==> src/hw/rtl/rnea_pkg.sv <==
package rnea_pkg;

    localparam int MAX_AGENTS = 32;
    localparam int IDX_W      = $clog2(MAX_AGENTS);
    localparam int CNT_W      = $clog2(MAX_AGENTS + 1);

    localparam logic [CNT_W-1:0] COUNT_RESET = CNT_W'(5);

    // Both queues between the stages are two words deep.
    localparam int Q_DEPTH = 2;
    localparam int Q_PTR_W = $clog2(Q_DEPTH);
    localparam int Q_CNT_W = $clog2(Q_DEPTH + 1);

    typedef logic [IDX_W-1:0] idx_t;
    typedef logic [CNT_W-1:0] cnt_t;

    typedef struct packed {
        idx_t idx;
        logic bad;
    } cmd_t;

    typedef struct packed {
        idx_t agent;
        idx_t first_res;
        idx_t second_res;
        logic bad;
        logic last;
    } result_t;

    function automatic cnt_t ring_size(cnt_t n);
        cnt_t c;
        c = n;
        if (n == '0)
        begin
            c = cnt_t'(1);
        end
        else if (n > cnt_t'(MAX_AGENTS))
        begin
            c = cnt_t'(MAX_AGENTS);
        end
        return c;
    endfunction

    function automatic idx_t left_of(idx_t i, cnt_t c);
        idx_t o;
        if (i == '0)
        begin
            o = idx_t'(c - cnt_t'(1));
        end
        else
        begin
            o = i - idx_t'(1);
        end
        return o;
    endfunction

    function automatic idx_t right_of(idx_t i, cnt_t c);
        cnt_t nxt;
        idx_t o;
        nxt = cnt_t'(i) + cnt_t'(1);
        if (nxt >= c)
        begin
            o = '0;
        end
        else
        begin
            o = idx_t'(nxt);
        end
        return o;
    endfunction

    function automatic logic [Q_PTR_W-1:0] ptr_inc(logic [Q_PTR_W-1:0] p);
        logic [Q_PTR_W-1:0] o;
        if (p == Q_PTR_W'(Q_DEPTH - 1))
        begin
            o = '0;
        end
        else
        begin
            o = p + Q_PTR_W'(1);
        end
        return o;
    endfunction

endpackage

==> src/hw/rtl/rnea_front.sv <==
module rnea_front (
    input  logic                 clk,
    input  logic                 rst_n,
    input  logic                 push,
    output logic                 full,
    input  rnea_pkg::idx_t       agent_index,
    input  logic                 cfg_valid,
    output logic                 cfg_ready,
    input  rnea_pkg::cnt_t       cfg_agent_count,
    input  logic                 cmd_pop,
    output logic                 cmd_empty,
    output rnea_pkg::cmd_t       cmd_head,
    output rnea_pkg::cnt_t       ring_size
);

    rnea_pkg::cnt_t                   agent_count_reg;
    rnea_pkg::cmd_t                   mem_reg [rnea_pkg::Q_DEPTH];
    logic [rnea_pkg::Q_PTR_W-1:0]     wr_ptr_reg, wr_ptr_next;
    logic [rnea_pkg::Q_PTR_W-1:0]     rd_ptr_reg, rd_ptr_next;
    logic [rnea_pkg::Q_CNT_W-1:0]     fill_reg, fill_next;
    logic                             accept;
    rnea_pkg::cmd_t                   entry;

    assign cfg_ready = 1'b1;
    assign ring_size = rnea_pkg::ring_size(agent_count_reg);

    assign full      = (fill_reg == rnea_pkg::Q_CNT_W'(rnea_pkg::Q_DEPTH));
    assign cmd_empty = (fill_reg == '0);
    assign accept    = push && !full;
    assign cmd_head  = mem_reg[rd_ptr_reg];

    // An index at or beyond the ring size is marked here so the back end
    // only has to look at the agent states.
    always_comb
    begin
        entry.idx = agent_index;
        entry.bad = ({1'b0, agent_index} >= ring_size);
    end

    always_comb
    begin
        wr_ptr_next = wr_ptr_reg;
        rd_ptr_next = rd_ptr_reg;
        fill_next   = fill_reg;
        if (accept)
        begin
            wr_ptr_next = rnea_pkg::ptr_inc(wr_ptr_reg);
        end
        if (cmd_pop && !cmd_empty)
        begin
            rd_ptr_next = rnea_pkg::ptr_inc(rd_ptr_reg);
        end
        if (accept && !(cmd_pop && !cmd_empty))
        begin
            fill_next = fill_reg + rnea_pkg::Q_CNT_W'(1);
        end
        else if (!accept && cmd_pop && !cmd_empty)
        begin
            fill_next = fill_reg - rnea_pkg::Q_CNT_W'(1);
        end
    end

    always_ff @(posedge clk or negedge rst_n)
    begin
        if (!rst_n)
        begin
            agent_count_reg <= rnea_pkg::COUNT_RESET;
            wr_ptr_reg      <= '0;
            rd_ptr_reg      <= '0;
            fill_reg        <= '0;
        end
        else
        begin
            if (cfg_valid && cfg_ready)
            begin
                agent_count_reg <= cfg_agent_count;
            end
            wr_ptr_reg <= wr_ptr_next;
            rd_ptr_reg <= rd_ptr_next;
            fill_reg   <= fill_next;
        end
    end

    always_ff @(posedge clk)
    begin
        if (accept)
        begin
            mem_reg[wr_ptr_reg] <= entry;
        end
    end

endmodule

==> src/hw/rtl/rnea_back.sv <==
module rnea_back (
    input  logic                 clk,
    input  logic                 rst_n,
    input  rnea_pkg::cnt_t       ring_size,
    input  logic                 cmd_empty,
    input  rnea_pkg::cmd_t       cmd_head,
    output logic                 cmd_pop,
    input  logic                 res_full,
    output logic                 res_push,
    output rnea_pkg::result_t    res_word
);

    typedef enum logic [1:0] {
        B_RUN    = 2'b01,
        B_SECOND = 2'b10
    } back_state_t;

    localparam logic [rnea_pkg::MAX_AGENTS-1:0] ONE = rnea_pkg::MAX_AGENTS'(1);

    back_state_t                      state_reg, state_next;
    logic [rnea_pkg::MAX_AGENTS-1:0]  waiting_reg, waiting_next;
    logic [rnea_pkg::MAX_AGENTS-1:0]  eating_reg, eating_next;
    rnea_pkg::result_t                pend_reg, pend_next;

    rnea_pkg::idx_t                   i, l, r, ll, rr;
    logic [rnea_pkg::MAX_AGENTS-1:0]  one_i, one_l, one_r;
    logic [rnea_pkg::MAX_AGENTS-1:0]  eat1, eat2, eat3, wait2, wait3;
    logic                             was_eating, bad, req_grant, gl, gr;

    assign i  = cmd_head.idx;
    assign l  = rnea_pkg::left_of(i, ring_size);
    assign r  = rnea_pkg::right_of(i, ring_size);
    assign ll = rnea_pkg::left_of(l, ring_size);
    assign rr = rnea_pkg::right_of(r, ring_size);

    assign one_i = ONE << i;
    assign one_l = ONE << l;
    assign one_r = ONE << r;

    assign was_eating = eating_reg[i];
    assign bad        = cmd_head.bad || waiting_reg[i];
    assign req_grant  = !eating_reg[l] && !eating_reg[r];

    // A release is resolved in order: the left neighbour is checked first,
    // and the right check sees the state that the left grant left behind.
    always_comb
    begin
        eat1  = eating_reg & ~one_i;
        gl    = waiting_reg[l] && !eat1[ll];
        eat2  = gl ? (eat1 | one_l) : eat1;
        wait2 = gl ? (waiting_reg & ~one_l) : waiting_reg;
        gr    = wait2[r] && !eat2[rr];
        eat3  = gr ? (eat2 | one_r) : eat2;
        wait3 = gr ? (wait2 & ~one_r) : wait2;
    end

    always_comb
    begin
        state_next   = state_reg;
        waiting_next = waiting_reg;
        eating_next  = eating_reg;
        pend_next    = pend_reg;
        cmd_pop      = 1'b0;
        res_push     = 1'b0;
        res_word     = '0;
        case (state_reg)
            B_RUN:
            begin
                if (!cmd_empty && !res_full)
                begin
                    cmd_pop = 1'b1;
                    if (bad)
                    begin
                        res_push = 1'b1;
                        res_word = '{agent: i, first_res: '0, second_res: '0,
                                     bad: 1'b1, last: 1'b1};
                    end
                    else if (!was_eating)
                    begin
                        if (req_grant)
                        begin
                            eating_next = eating_reg | one_i;
                            res_push    = 1'b1;
                            res_word    = '{agent: i, first_res: i, second_res: r,
                                            bad: 1'b0, last: 1'b1};
                        end
                        else
                        begin
                            waiting_next = waiting_reg | one_i;
                        end
                    end
                    else
                    begin
                        eating_next  = eat3;
                        waiting_next = wait3;
                        if (gl)
                        begin
                            res_push = 1'b1;
                            res_word = '{agent: l, first_res: l, second_res: i,
                                         bad: 1'b0, last: !gr};
                        end
                        if (gr)
                        begin
                            if (gl)
                            begin
                                pend_next  = '{agent: r, first_res: r, second_res: rr,
                                               bad: 1'b0, last: 1'b1};
                                state_next = B_SECOND;
                            end
                            else
                            begin
                                res_push = 1'b1;
                                res_word = '{agent: r, first_res: r, second_res: rr,
                                             bad: 1'b0, last: 1'b1};
                            end
                        end
                    end
                end
            end
            B_SECOND:
            begin
                if (!res_full)
                begin
                    res_push   = 1'b1;
                    res_word   = pend_reg;
                    state_next = B_RUN;
                end
            end
            default:
            begin
                state_next = B_RUN;
            end
        endcase
    end

    always_ff @(posedge clk or negedge rst_n)
    begin
        if (!rst_n)
        begin
            state_reg   <= B_RUN;
            waiting_reg <= '0;
            eating_reg  <= '0;
        end
        else
        begin
            state_reg   <= state_next;
            waiting_reg <= waiting_next;
            eating_reg  <= eating_next;
        end
    end

    always_ff @(posedge clk)
    begin
        pend_reg <= pend_next;
    end

    a_wait_eat_disjoint: assert property (@(posedge clk) disable iff (!rst_n)
        !(|(waiting_reg & eating_reg)))
        else $error("agent both waiting and eating");

    a_push_has_room: assert property (@(posedge clk) disable iff (!rst_n)
        res_push |-> !res_full)
        else $error("result word pushed into a full queue");

    a_second_holds_cmd: assert property (@(posedge clk) disable iff (!rst_n)
        (state_reg == B_SECOND) |-> !cmd_pop)
        else $error("command taken while a second grant is pending");

    a_grant_eats: assert property (@(posedge clk) disable iff (!rst_n)
        (res_push && !res_word.bad) |=> eating_reg[$past(res_word.agent)])
        else $error("granted agent is not eating");

endmodule

==> src/hw/rtl/rnea_outq.sv <==
module rnea_outq (
    input  logic                 clk,
    input  logic                 rst_n,
    input  logic                 push,
    input  rnea_pkg::result_t    word,
    output logic                 full,
    input  logic                 pop,
    output logic                 empty,
    output rnea_pkg::result_t    head
);

    rnea_pkg::result_t                mem_reg [rnea_pkg::Q_DEPTH];
    logic [rnea_pkg::Q_PTR_W-1:0]     wr_ptr_reg, wr_ptr_next;
    logic [rnea_pkg::Q_PTR_W-1:0]     rd_ptr_reg, rd_ptr_next;
    logic [rnea_pkg::Q_CNT_W-1:0]     fill_reg, fill_next;
    logic                             do_push, do_pop;

    assign full    = (fill_reg == rnea_pkg::Q_CNT_W'(rnea_pkg::Q_DEPTH));
    assign empty   = (fill_reg == '0);
    assign do_push = push && !full;
    assign do_pop  = pop && !empty;
    assign head    = mem_reg[rd_ptr_reg];

    always_comb
    begin
        wr_ptr_next = do_push ? rnea_pkg::ptr_inc(wr_ptr_reg) : wr_ptr_reg;
        rd_ptr_next = do_pop ? rnea_pkg::ptr_inc(rd_ptr_reg) : rd_ptr_reg;
        fill_next   = fill_reg;
        if (do_push && !do_pop)
        begin
            fill_next = fill_reg + rnea_pkg::Q_CNT_W'(1);
        end
        else if (!do_push && do_pop)
        begin
            fill_next = fill_reg - rnea_pkg::Q_CNT_W'(1);
        end
    end

    always_ff @(posedge clk or negedge rst_n)
    begin
        if (!rst_n)
        begin
            wr_ptr_reg <= '0;
            rd_ptr_reg <= '0;
            fill_reg   <= '0;
        end
        else
        begin
            wr_ptr_reg <= wr_ptr_next;
            rd_ptr_reg <= rd_ptr_next;
            fill_reg   <= fill_next;
        end
    end

    always_ff @(posedge clk)
    begin
        if (do_push)
        begin
            mem_reg[wr_ptr_reg] <= word;
        end
    end

endmodule

==> src/hw/rtl/ring_neighbor_exclusion_arbiter.sv <==
// Waiter-style arbiter for agents on a ring; each agent needs the resources
// it shares with both neighbours. Events enter through a queue-like port:
// a word is taken on a clock edge with push high and full low. Results
// leave the same way: the oldest result sits on the result ports while
// empty is low and is taken on an edge with pop high.
// The ring size is written through the cfg_valid/cfg_ready channel, which
// is always ready; it is to be written only while the block is idle.
// A result word passes through the command queue and the result queue
// before it reaches the result ports. The executing stage finishes an
// event when it takes its command; when a release hands both neighbours
// their resources, the second result word waits in a pending register
// for the B_SECOND state, since the result queue has a single write port.
// The block sustains one event per cycle while the result queue has room
// and no second grant is pending. Reset marks every agent as talking,
// sets the ring size to five and empties both two-word queues. When the
// receiver stops popping, the result queue fills, the executing stage
// holds its command, the command queue fills and full rises.
module ring_neighbor_exclusion_arbiter (
    input  logic                 clk,
    input  logic                 rst_n,
    input  logic                 push,
    output logic                 full,
    input  logic [4:0]           agent_index,
    output logic                 empty,
    input  logic                 pop,
    output logic [4:0]           granted_agent,
    output logic [4:0]           first_resource,
    output logic [4:0]           second_resource,
    output logic                 bad_request,
    output logic                 last,
    input  logic                 cfg_valid,
    output logic                 cfg_ready,
    input  logic [5:0]           cfg_agent_count
);

    logic                   cmd_pop;
    logic                   cmd_empty;
    rnea_pkg::cmd_t         cmd_head;
    rnea_pkg::cnt_t         ring_size;
    logic                   res_full;
    logic                   res_push;
    rnea_pkg::result_t      res_word;
    rnea_pkg::result_t      head;

    rnea_front u_front (
        .clk             (clk),
        .rst_n           (rst_n),
        .push            (push),
        .full            (full),
        .agent_index     (agent_index),
        .cfg_valid       (cfg_valid),
        .cfg_ready       (cfg_ready),
        .cfg_agent_count (cfg_agent_count),
        .cmd_pop         (cmd_pop),
        .cmd_empty       (cmd_empty),
        .cmd_head        (cmd_head),
        .ring_size       (ring_size)
    );

    rnea_back u_back (
        .clk        (clk),
        .rst_n      (rst_n),
        .ring_size  (ring_size),
        .cmd_empty  (cmd_empty),
        .cmd_head   (cmd_head),
        .cmd_pop    (cmd_pop),
        .res_full   (res_full),
        .res_push   (res_push),
        .res_word   (res_word)
    );

    rnea_outq u_outq (
        .clk    (clk),
        .rst_n  (rst_n),
        .push   (res_push),
        .word   (res_word),
        .full   (res_full),
        .pop    (pop),
        .empty  (empty),
        .head   (head)
    );

    assign granted_agent   = head.agent;
    assign first_resource  = head.first_res;
    assign second_resource = head.second_res;
    assign bad_request     = head.bad;
    assign last            = head.last;

endmodule
==> config.mk <==
export PLATFORM = sky130hd
export DESIGN_NAME = ring_neighbor_exclusion_arbiter
export DESIGN_NICKNAME = d
export VERILOG_FILES = /design/src/hw/rtl/rnea_pkg.sv /design/src/hw/rtl/rnea_front.sv /design/src/hw/rtl/rnea_back.sv /design/src/hw/rtl/rnea_outq.sv /design/src/hw/rtl/ring_neighbor_exclusion_arbiter.sv
export SDC_FILE = /design/constraint.sdc
export NUM_CORES = 1
export LEC_CHECK = 0
export ABC_AREA = 1
export BUFFER_PORTS_ARGS = -buffer_cell sky130_fd_sc_hd__buf_2
export CAP_MARGIN = 10
export CORE_ASPECT_RATIO = 1.2
export CORE_UTILIZATION = 45
export CTS_BUF_LIST = sky130_fd_sc_hd__clkbuf_4 sky130_fd_sc_hd__clkbuf_8 sky130_fd_sc_hd__clkbuf_16
export DETAILED_ROUTE_END_ITERATION = 10
export PLACE_DENSITY = 0.67
export SLEW_MARGIN = 5
export SYNTH_ARGS = -nofsm -noshare
export SYNTH_HDL_FRONTEND = slang
export SYNTH_SLANG_ARGS = --single-unit
==> constraint.sdc <==
create_clock -name clk -period 21.5 [get_ports clk]
set_clock_uncertainty 0.2 [all_clocks]
set_input_delay 4.3 -clock clk [delete_from_list [all_inputs] [get_ports clk]]
set_output_delay 4.3 -clock clk [all_outputs]
set_load 0.02 [all_outputs]
**Word level (Yosys, flattened, before mapping)**

Memory sizes are Yosys's and may differ from the RTL's.
Index checks and enable logic that the tools add are counted.

- Register bits: 90
- RAM bits: 46
- Output and inout port bits: 20
- Memories: 2

- Add/sub/neg operators: 13
- $lt $le $gt $ge: 9
- Eq/ne operators: 11
- Shift operators: 3
- Multiplexer cells: 69
- Bitwise logic cells: 11
- Reductions and logical operators: 39

Memories:

| memory | words | bits a word | rd ports | clocked after memory_dff | wr ports | RTL line | RTL |
|---|---|---|---|---|---|---|---|
| u_outq.mem_reg | 2 | 17 | 1 | 0 | 1 | rnea_outq.sv:12 | `rnea_pkg::result_t mem_reg [rnea_pkg::Q_DEPTH];` |
| u_front.mem_reg | 2 | 6 | 1 | 0 | 1 | rnea_front.sv:17 | `rnea_pkg::cmd_t mem_reg [rnea_pkg::Q_DEPTH];` |

Operators by type and width:

| kind | number |
|---|---|
| two-way mux 32 bit | 8 |
| two-way mux 17 bit | 8 |
| OR 32 bit | 4 |
| AND 32 bit | 3 |
| NOT 32 bit | 3 |
| left shift 1 x 5 -> 32 bit (first input constant) | 3 |
| binary-select mux 1 bit (select 5 bit) | 8 |
| one-hot mux 17 bit (2 select lines) | 1 |
| < comparator 5 x 6 -> 1 bit (second input constant) | 5 |
| two-way mux 1 bit | 26 |
| two-way mux 2 bit | 10 |
| two-way mux 5 bit | 4 |
| subtractor 5 x 1 -> 5 bit (second input constant) | 3 |
| logical AND 1 bit | 13 |
| logical NOT 1 bit | 13 |
| adder 5 x 1 -> 6 bit (second input constant) | 2 |
| greater-or-equal comparator 6 bit | 2 |
| two-way mux 6 bit | 2 |
| AND reduction 6 bit | 2 |
| logical NOT 5 bit | 2 |
| inequality test 2 x 1 -> 1 bit (second input constant) | 5 |
| AND reduction 4 bit | 2 |
| equality test 2 bit (second input constant) | 3 |
| greater-or-equal comparator 5 x 6 -> 1 bit | 1 |
| other kinds (13) | 22 |

**Longest topological paths before layout**

- Depth after elaboration: 26
- Depth in mapped cells: 52

**Modules after synthesis**

From an unflattened synthesis, not the netlist that was laid out.

- Cells, all modules: 1821
- Area total of the unflattened synthesis: 12340.6 um2

By module, submodules not included:

| module | instances | cells an instance | area an instance (um2) | seq. area each (um2) |
|---|---|---|---|---|
| rnea_back | 1 | 1577 | 9765.6 | 1953.1 |
| rnea_outq | 1 | 120 | 1480.2 | 1121.1 |
| rnea_front | 1 | 124 | 1094.8 | 613.1 |

**Worst setup path after synthesis**

OpenSTA, ideal clock, no wires.

- Kind: reg2reg
- From: reg u_front.rd_ptr_reg
- To: mem u_outq.mem_reg[1][0] (netlist bit) (enable)
- Library setup time: 0.392 ns
- Arrival time: 7.611 ns
- Data required time: 20.908 ns
- Slack: 13.297 ns
- Cell stages (with the launch flop): 49
- Path buffers: 8
- Clock period less this slack: 8.203 ns
- Cells stage by stage: dfrtp_1 -> buf_6 -> inv_4 -> nand2_1 -> nand2_1 -> inv_1 -> clkbuf_1 -> clkbuf_1 -> clkbuf_1 -> ha_1 -> nand2_1 -> xor2_1 -> inv_1 -> ha_1 -> nand2_1 -> inv_1 -> nand2_1 -> o221a_2 -> [13 not listed] -> inv_1 -> nand2_1 -> clkinv_1 -> clkbuf_1 -> nand3_1 -> nand3_1 -> nand3_1 -> nand3_1 -> nand3_1 -> nand2_1 -> nand2_4 -> buf_2 -> ha_1 -> nor2_1 -> o21ai_0 -> a21oi_1 -> inv_1 -> nor2_1

RTL lines:

| what | RTL line | RTL |
|---|---|---|
| from (decl) | rnea_front.sv:19 | `logic [rnea_pkg::Q_PTR_W-1:0] rd_ptr_reg, rd_ptr_next;` |
| from (signal assigned) | rnea_front.sv:79 | `rd_ptr_reg <= rd_ptr_next;` |
| memory (2 x 6 bit) * | -- |  |
| adder 5 x 1 -> 6 bit * | rnea_pkg.sv:60 | `nxt = cnt_t'(i) + cnt_t'(1);` |
| greater-or-equal comparator 6 bit | rnea_pkg.sv:61 | `if (nxt >= c)` |
| two-way mux 5 bit * | rnea_pkg.sv:61 |  |
| net u_back.r[0] | rnea_back.sv:25 | `rnea_pkg::idx_t i, l, r, ll, rr;` |
| adder 5 x 1 -> 6 bit * | rnea_pkg.sv:60 |  |
| greater-or-equal comparator 6 bit | rnea_pkg.sv:61 |  |
| two-way mux 5 bit * | rnea_pkg.sv:61 |  |
| net u_back.rr[0] | rnea_back.sv:25 |  |
| [5 not listed] | -- |  |
| two-way mux 1 bit * | rnea_back.sv:78 | `else if (!was_eating)` |
| two-way mux 1 bit * | rnea_back.sv:72 | `if (bad)` |
| two-way mux 1 bit * | rnea_back.sv:69 | `if (!cmd_empty && !res_full)` |
| one-hot mux 1 bit (2 select lines) * | rnea_back.sv:66 | `case (state_reg)` |
| logical AND 1 bit * | rnea_outq.sv:20 | `assign do_push = push && !full;` |
| net u_outq.do_push | rnea_outq.sv:16 | `logic do_push, do_pop;` |
| two-way mux 1 bit * | rnea_outq.sv:57 | `if (do_push)` |
| two-way mux 1 bit (not written as such) * | rnea_outq.sv:59 | `mem_reg[wr_ptr_reg] <= word;` |
| to (decl) | rnea_outq.sv:12 |  |

Mark *: on every way through the listed nets, which the timed path passes. The rest lies on a longest branch. The select of a mux whose other input is x is not followed.

**Final worst setup path**

- From: reg u_front.rd_ptr_reg
- To: reg u_outq.fill_reg[1] (netlist bit)

- Longest elaborated chain between the ends: 23

Ends and longest elaborated chain:

| what | RTL line | RTL |
|---|---|---|
| memory (2 x 6 bit) * | -- |  |
| parallel branches: the longest is 15 deep, another holds adder 5 x 1 -> 6 bit | -- |  |
| two-way mux 1 bit * | rnea_back.sv:72 |  |
| two-way mux 1 bit * | rnea_back.sv:69 |  |
| one-hot mux 1 bit (2 select lines) * | rnea_back.sv:66 |  |
| logical AND 1 bit * | rnea_outq.sv:20 |  |
| net u_outq.do_push | rnea_outq.sv:16 |  |
| logical NOT 1 bit | rnea_outq.sv:33 | `else if (!do_push && do_pop)` |
| logical AND 1 bit | rnea_outq.sv:33 |  |
| nonzero test 2 bit (no source line) | -- |  |
| to (signal assigned) | rnea_outq.sv:51 | `fill_reg <= fill_next;` |
| to (decl) | rnea_outq.sv:15 | `logic [rnea_pkg::Q_CNT_W-1:0] fill_reg, fill_next;` |

Mark *: on every way through the listed nets, which the timed path passes. The select of a mux whose other input is x is not followed.
A chain may end at the register's enable or synchronous reset.

==> qor.json <==
{
  "status": {
    "run_status": "finished clean"
  },
  "critical_path": {
    "cpMaxStageDelayCell": "sky130_fd_sc_hd__clkinv_1",
    "most_common_cell_type_on_the_critical_path": "sky130_fd_sc_hd__nand2_1",
    "path_class": "reg -> reg",
    "worst_setup_path_start_kind": "register",
    "largest_fanout_on_the_critical_path": 26,
    "reg2reg_end": "u_outq.fill_reg[1]$_DFFE_PN0P_",
    "critPathCaptureType": "register",
    "crit_path_max_incr_delay_ps": 850,
    "worst_ep_arrival_time_ps": 10670,
    "cp_data_required_time_ps": 21620,
    "worst_setup_path_startpoint": "u_front.rd_ptr_reg$_DFFE_PN0P_",
    "reg2regPathDepth": 41,
    "rr_startpoint": "u_front.rd_ptr_reg$_DFFE_PN0P_",
    "reg2reg_slack_ps": 10940
  },
  "hold_path": {
    "hold_path.startpoint": "u_back.state_reg[0]$_DFFE_PN1P_",
    "hold-path-cell-count": 2,
    "min_delay_worst_endpoint": "u_back.state_reg[0]$_DFFE_PN1P_",
    "hold_path_class": "reg -> reg"
  },
  "logic_synthesis": {
    "ys_seq_area_frac": 0.313,
    "synth.area.mux_share": 0.00658,
    "synth_cell_type_count": 54,
    "async_flop_share": 0.588,
    "most_frequent_cell_after_synthesis": "sky130_fd_sc_hd__nand2_1",
    "postSynthNetCount": 1848,
    "synthesis.instances": 1791,
    "yosys.area.top_type": "sky130_fd_sc_hd__dfrtp_1",
    "synth_area_per_cell_um2": 6.58,
    "flip_flop_cell_with_the_highest_count_after_synthesis": "sky130_fd_sc_hd__dfrtp_1",
    "syn_area_mm2": 0.0118,
    "dominant_combinational_cell_family_by_area_after_synthesis": "simple AND/OR/NAND/NOR gates",
    "synth_common_cells": "399 x sky130_fd_sc_hd__nand2_1, 224 x sky130_fd_sc_hd__nand3_1, 184 x sky130_fd_sc_hd__inv_1, 178 x sky130_fd_sc_hd__nor2_1, 140 x sky130_fd_sc_hd__o21ai_0",
    "synth-simple-area-share": 0.352,
    "synth_compound_gate_area_share": 0.173,
    "synth_adder_area_share": 0.0435,
    "post_synth_xor_area_fraction": 0.00817,
    "synth_edf_count": 56,
    "ys_top_cells_by_area": "sky130_fd_sc_hd__dfrtp_1 16%, sky130_fd_sc_hd__edfxtp_1 14%, sky130_fd_sc_hd__nand2_1 13%",
    "synth_top_cell_area_share": 0.163,
    "yosys_register_bits": 136,
    "synth_warnings": 0
  },
  "clocking": {
    "path_clk_slew_ps": 60,
    "clock_tree.buffer_depth": 2,
    "clk_root_buffer_cell": "sky130_fd_sc_hd__clkbuf_16",
    "tritoncts_clock_tree": "built",
    "cts_inserted_buffers": 17,
    "post_cts_hold_buffer_count": 0,
    "cts_setup_buffers": 0,
    "clock_sink_count": 136,
    "post_cts_repair_resize_count": 0,
    "htreeDepth": 4,
    "worst_skew_pair.late_latency_ps": 450
  },
  "grt": {
    "wire_length_of_the_first_global_routing_pass_um": 75700,
    "grt_overflow_total": 0,
    "grt.total_usage": 0.388,
    "maximum_number_of_pins_on_one_net_before_global_route_repair": 59,
    "grt_pass1_vias": 12600,
    "grt_antenna_before_repair": 2
  },
  "sta": {
    "rsz0062_at_grt": "false",
    "hold_ws_ps": 284,
    "post-route-min-period_ps": 10560,
    "max_clock_freq_mhz": 94.7,
    "finalHoldViolCount": 0,
    "maxSlewViolCount": 0,
    "max-slew-margin-rel": 0.385,
    "setup_viol": 0,
    "post-route-period-util": 0.491,
    "layout_setup_ws_ps": 10940,
    "worst_max_slew_pin_slew_ps": 921,
    "totalNegativeSetupSlack_ps": 0
  },
  "detailed_routing": {
    "met3_wirelength_um": 5240,
    "drt_pre_antenna_iters": 6,
    "routed_via_density": 6.25,
    "total_via_count_in_the_routed_design": 13300,
    "routed_wire_length_per_instance_um": 23.8,
    "route.detailed.drc": 0,
    "ant_nets": 0,
    "dr.max_layer_used": "met4",
    "met2WireLength_um": 22200,
    "wirelength_met1_um": 18600,
    "routed_wirelength_um": 50500,
    "drt_first_iter_violations": 1846
  },
  "job": {
    "maxCapViolations": 0
  },
  "floorplan": {
    "area_of_the_placeable_core_mm2": 0.0256,
    "core.rowCount": 64,
    "floorplan.initialDensity": 0.460,
    "design.die.area_mm2": 0.0268,
    "die_x_extent_um": 150,
    "dieHeight_um": 179,
    "design.portCount": 36
  },
  "cells_and_area": {
    "num-nets-final": 1834,
    "layout-drive-gt1-share": 0.102,
    "layout-area-overhead-vs-synth_pct": 8.39,
    "largest_register_ffs": 34,
    "num-fill-cells": 2641,
    "final_cells": 2121
  },
  "place": {
    "placed_cells": 2088,
    "finalWeightedCongestion": 1.05,
    "dp.final_hpwl_um": 35900,
    "io_buffer_count": 34,
    "pre_cts_slack_ps": 11290
  }
}
-- metal layers --
layer,up-vias,GRT usage
met3,266,0.0789
met2,918,0.606
met4,0,0.315
met1,6122,0.461
met5,-,0
li1,5946,-
-- worst max-delay path by stage --
stage / to / slack, ps / cells after the start
4_1_cts: u_outq.fill_reg[1]$_DFFE_PN0P_ / 11250 / 41
5_1_grt: u_outq.fill_reg[1]$_DFFE_PN0P_ / 10450 / 41
2_1_floorplan: u_outq.mem_reg[1][0]$_DFFE_PP_ / 13300 / 48
6_report: u_outq.fill_reg[1]$_DFFE_PN0P_ / 10940 / 41
3_5_place_dp: u_outq.fill_reg[1]$_DFFE_PN0P_ / 11290 / 41
3_3_place_gp: u_outq.fill_reg[1]$_DFFE_PN0P_ / 11570 / 43
-- layout by cell type, fill, tap and decap left out, drive strengths merged, types with 9 or more instances in the layout --
cell / instances
clkbuf: 18
inv: 202
nor3: 50
xor2: 9
buf: 59
nand3: 244
nor2: 182
nand4: 13
a21boi: 19
ha: 41
clkinv: 14
dfrtp: 77
a22oi: 13
a21oi: 138
nand2: 416
or2: 20
o22ai: 11
o21ai: 159
edfxtp: 56
-- critical path: cells and delay by family (launching register included) --
kind,cells,cell delay (ps)
AO/OA/AOI/OAI,6,850
XOR/XNOR,2,350
AND/OR/NAND/NOR,19,4000
flip-flops,1,570
buffers and inverters,8,2380
adder cells (fa/ha/maj),6,2000
-- logic make-up (layout without fill, tap and decap cells) --
family | count (synthesis) | count (layout)
AOI/OAI and AO/OA | 368 | 368
xor gates and xnor gates | 11 | 11
adders and majority gates | 41 | 41
buffers and inverters | 299 | 298
DFF | 136 | 136
muxes | 7 | 7
other | 1 | 2
and+or+nand+nor | 928 | 928
-- cell type report --
cell class / instances / area [µm²] / share of cell area
tap: 330 / 413 / 0.0323
clock buffer: 18 / 433 / 0.0339
antenna: 1 / 2.50 / 0.000196
multi-input combinational: 1356 / 6890 / 0.539
sequential: 136 / 3690 / 0.289
timing repair buffer: 59 / 360 / 0.0282
clock inverter: 14 / 209 / 0.0164
inverter: 207 / 782 / 0.0612
-- metrics by stage --
stage	instance area, µm²	util
3_3_place_gp	12100	0.473
3_5_place_dp	12100	0.473
6_report	12800	0.499
2_1_floorplan	11800	-
5_1_grt	12800	0.498
4_1_cts	12800	0.498
Power is left out: the tool's default activity adds up to more than one toggle a clock period on the data nets, which glitch-free logic cannot reach.
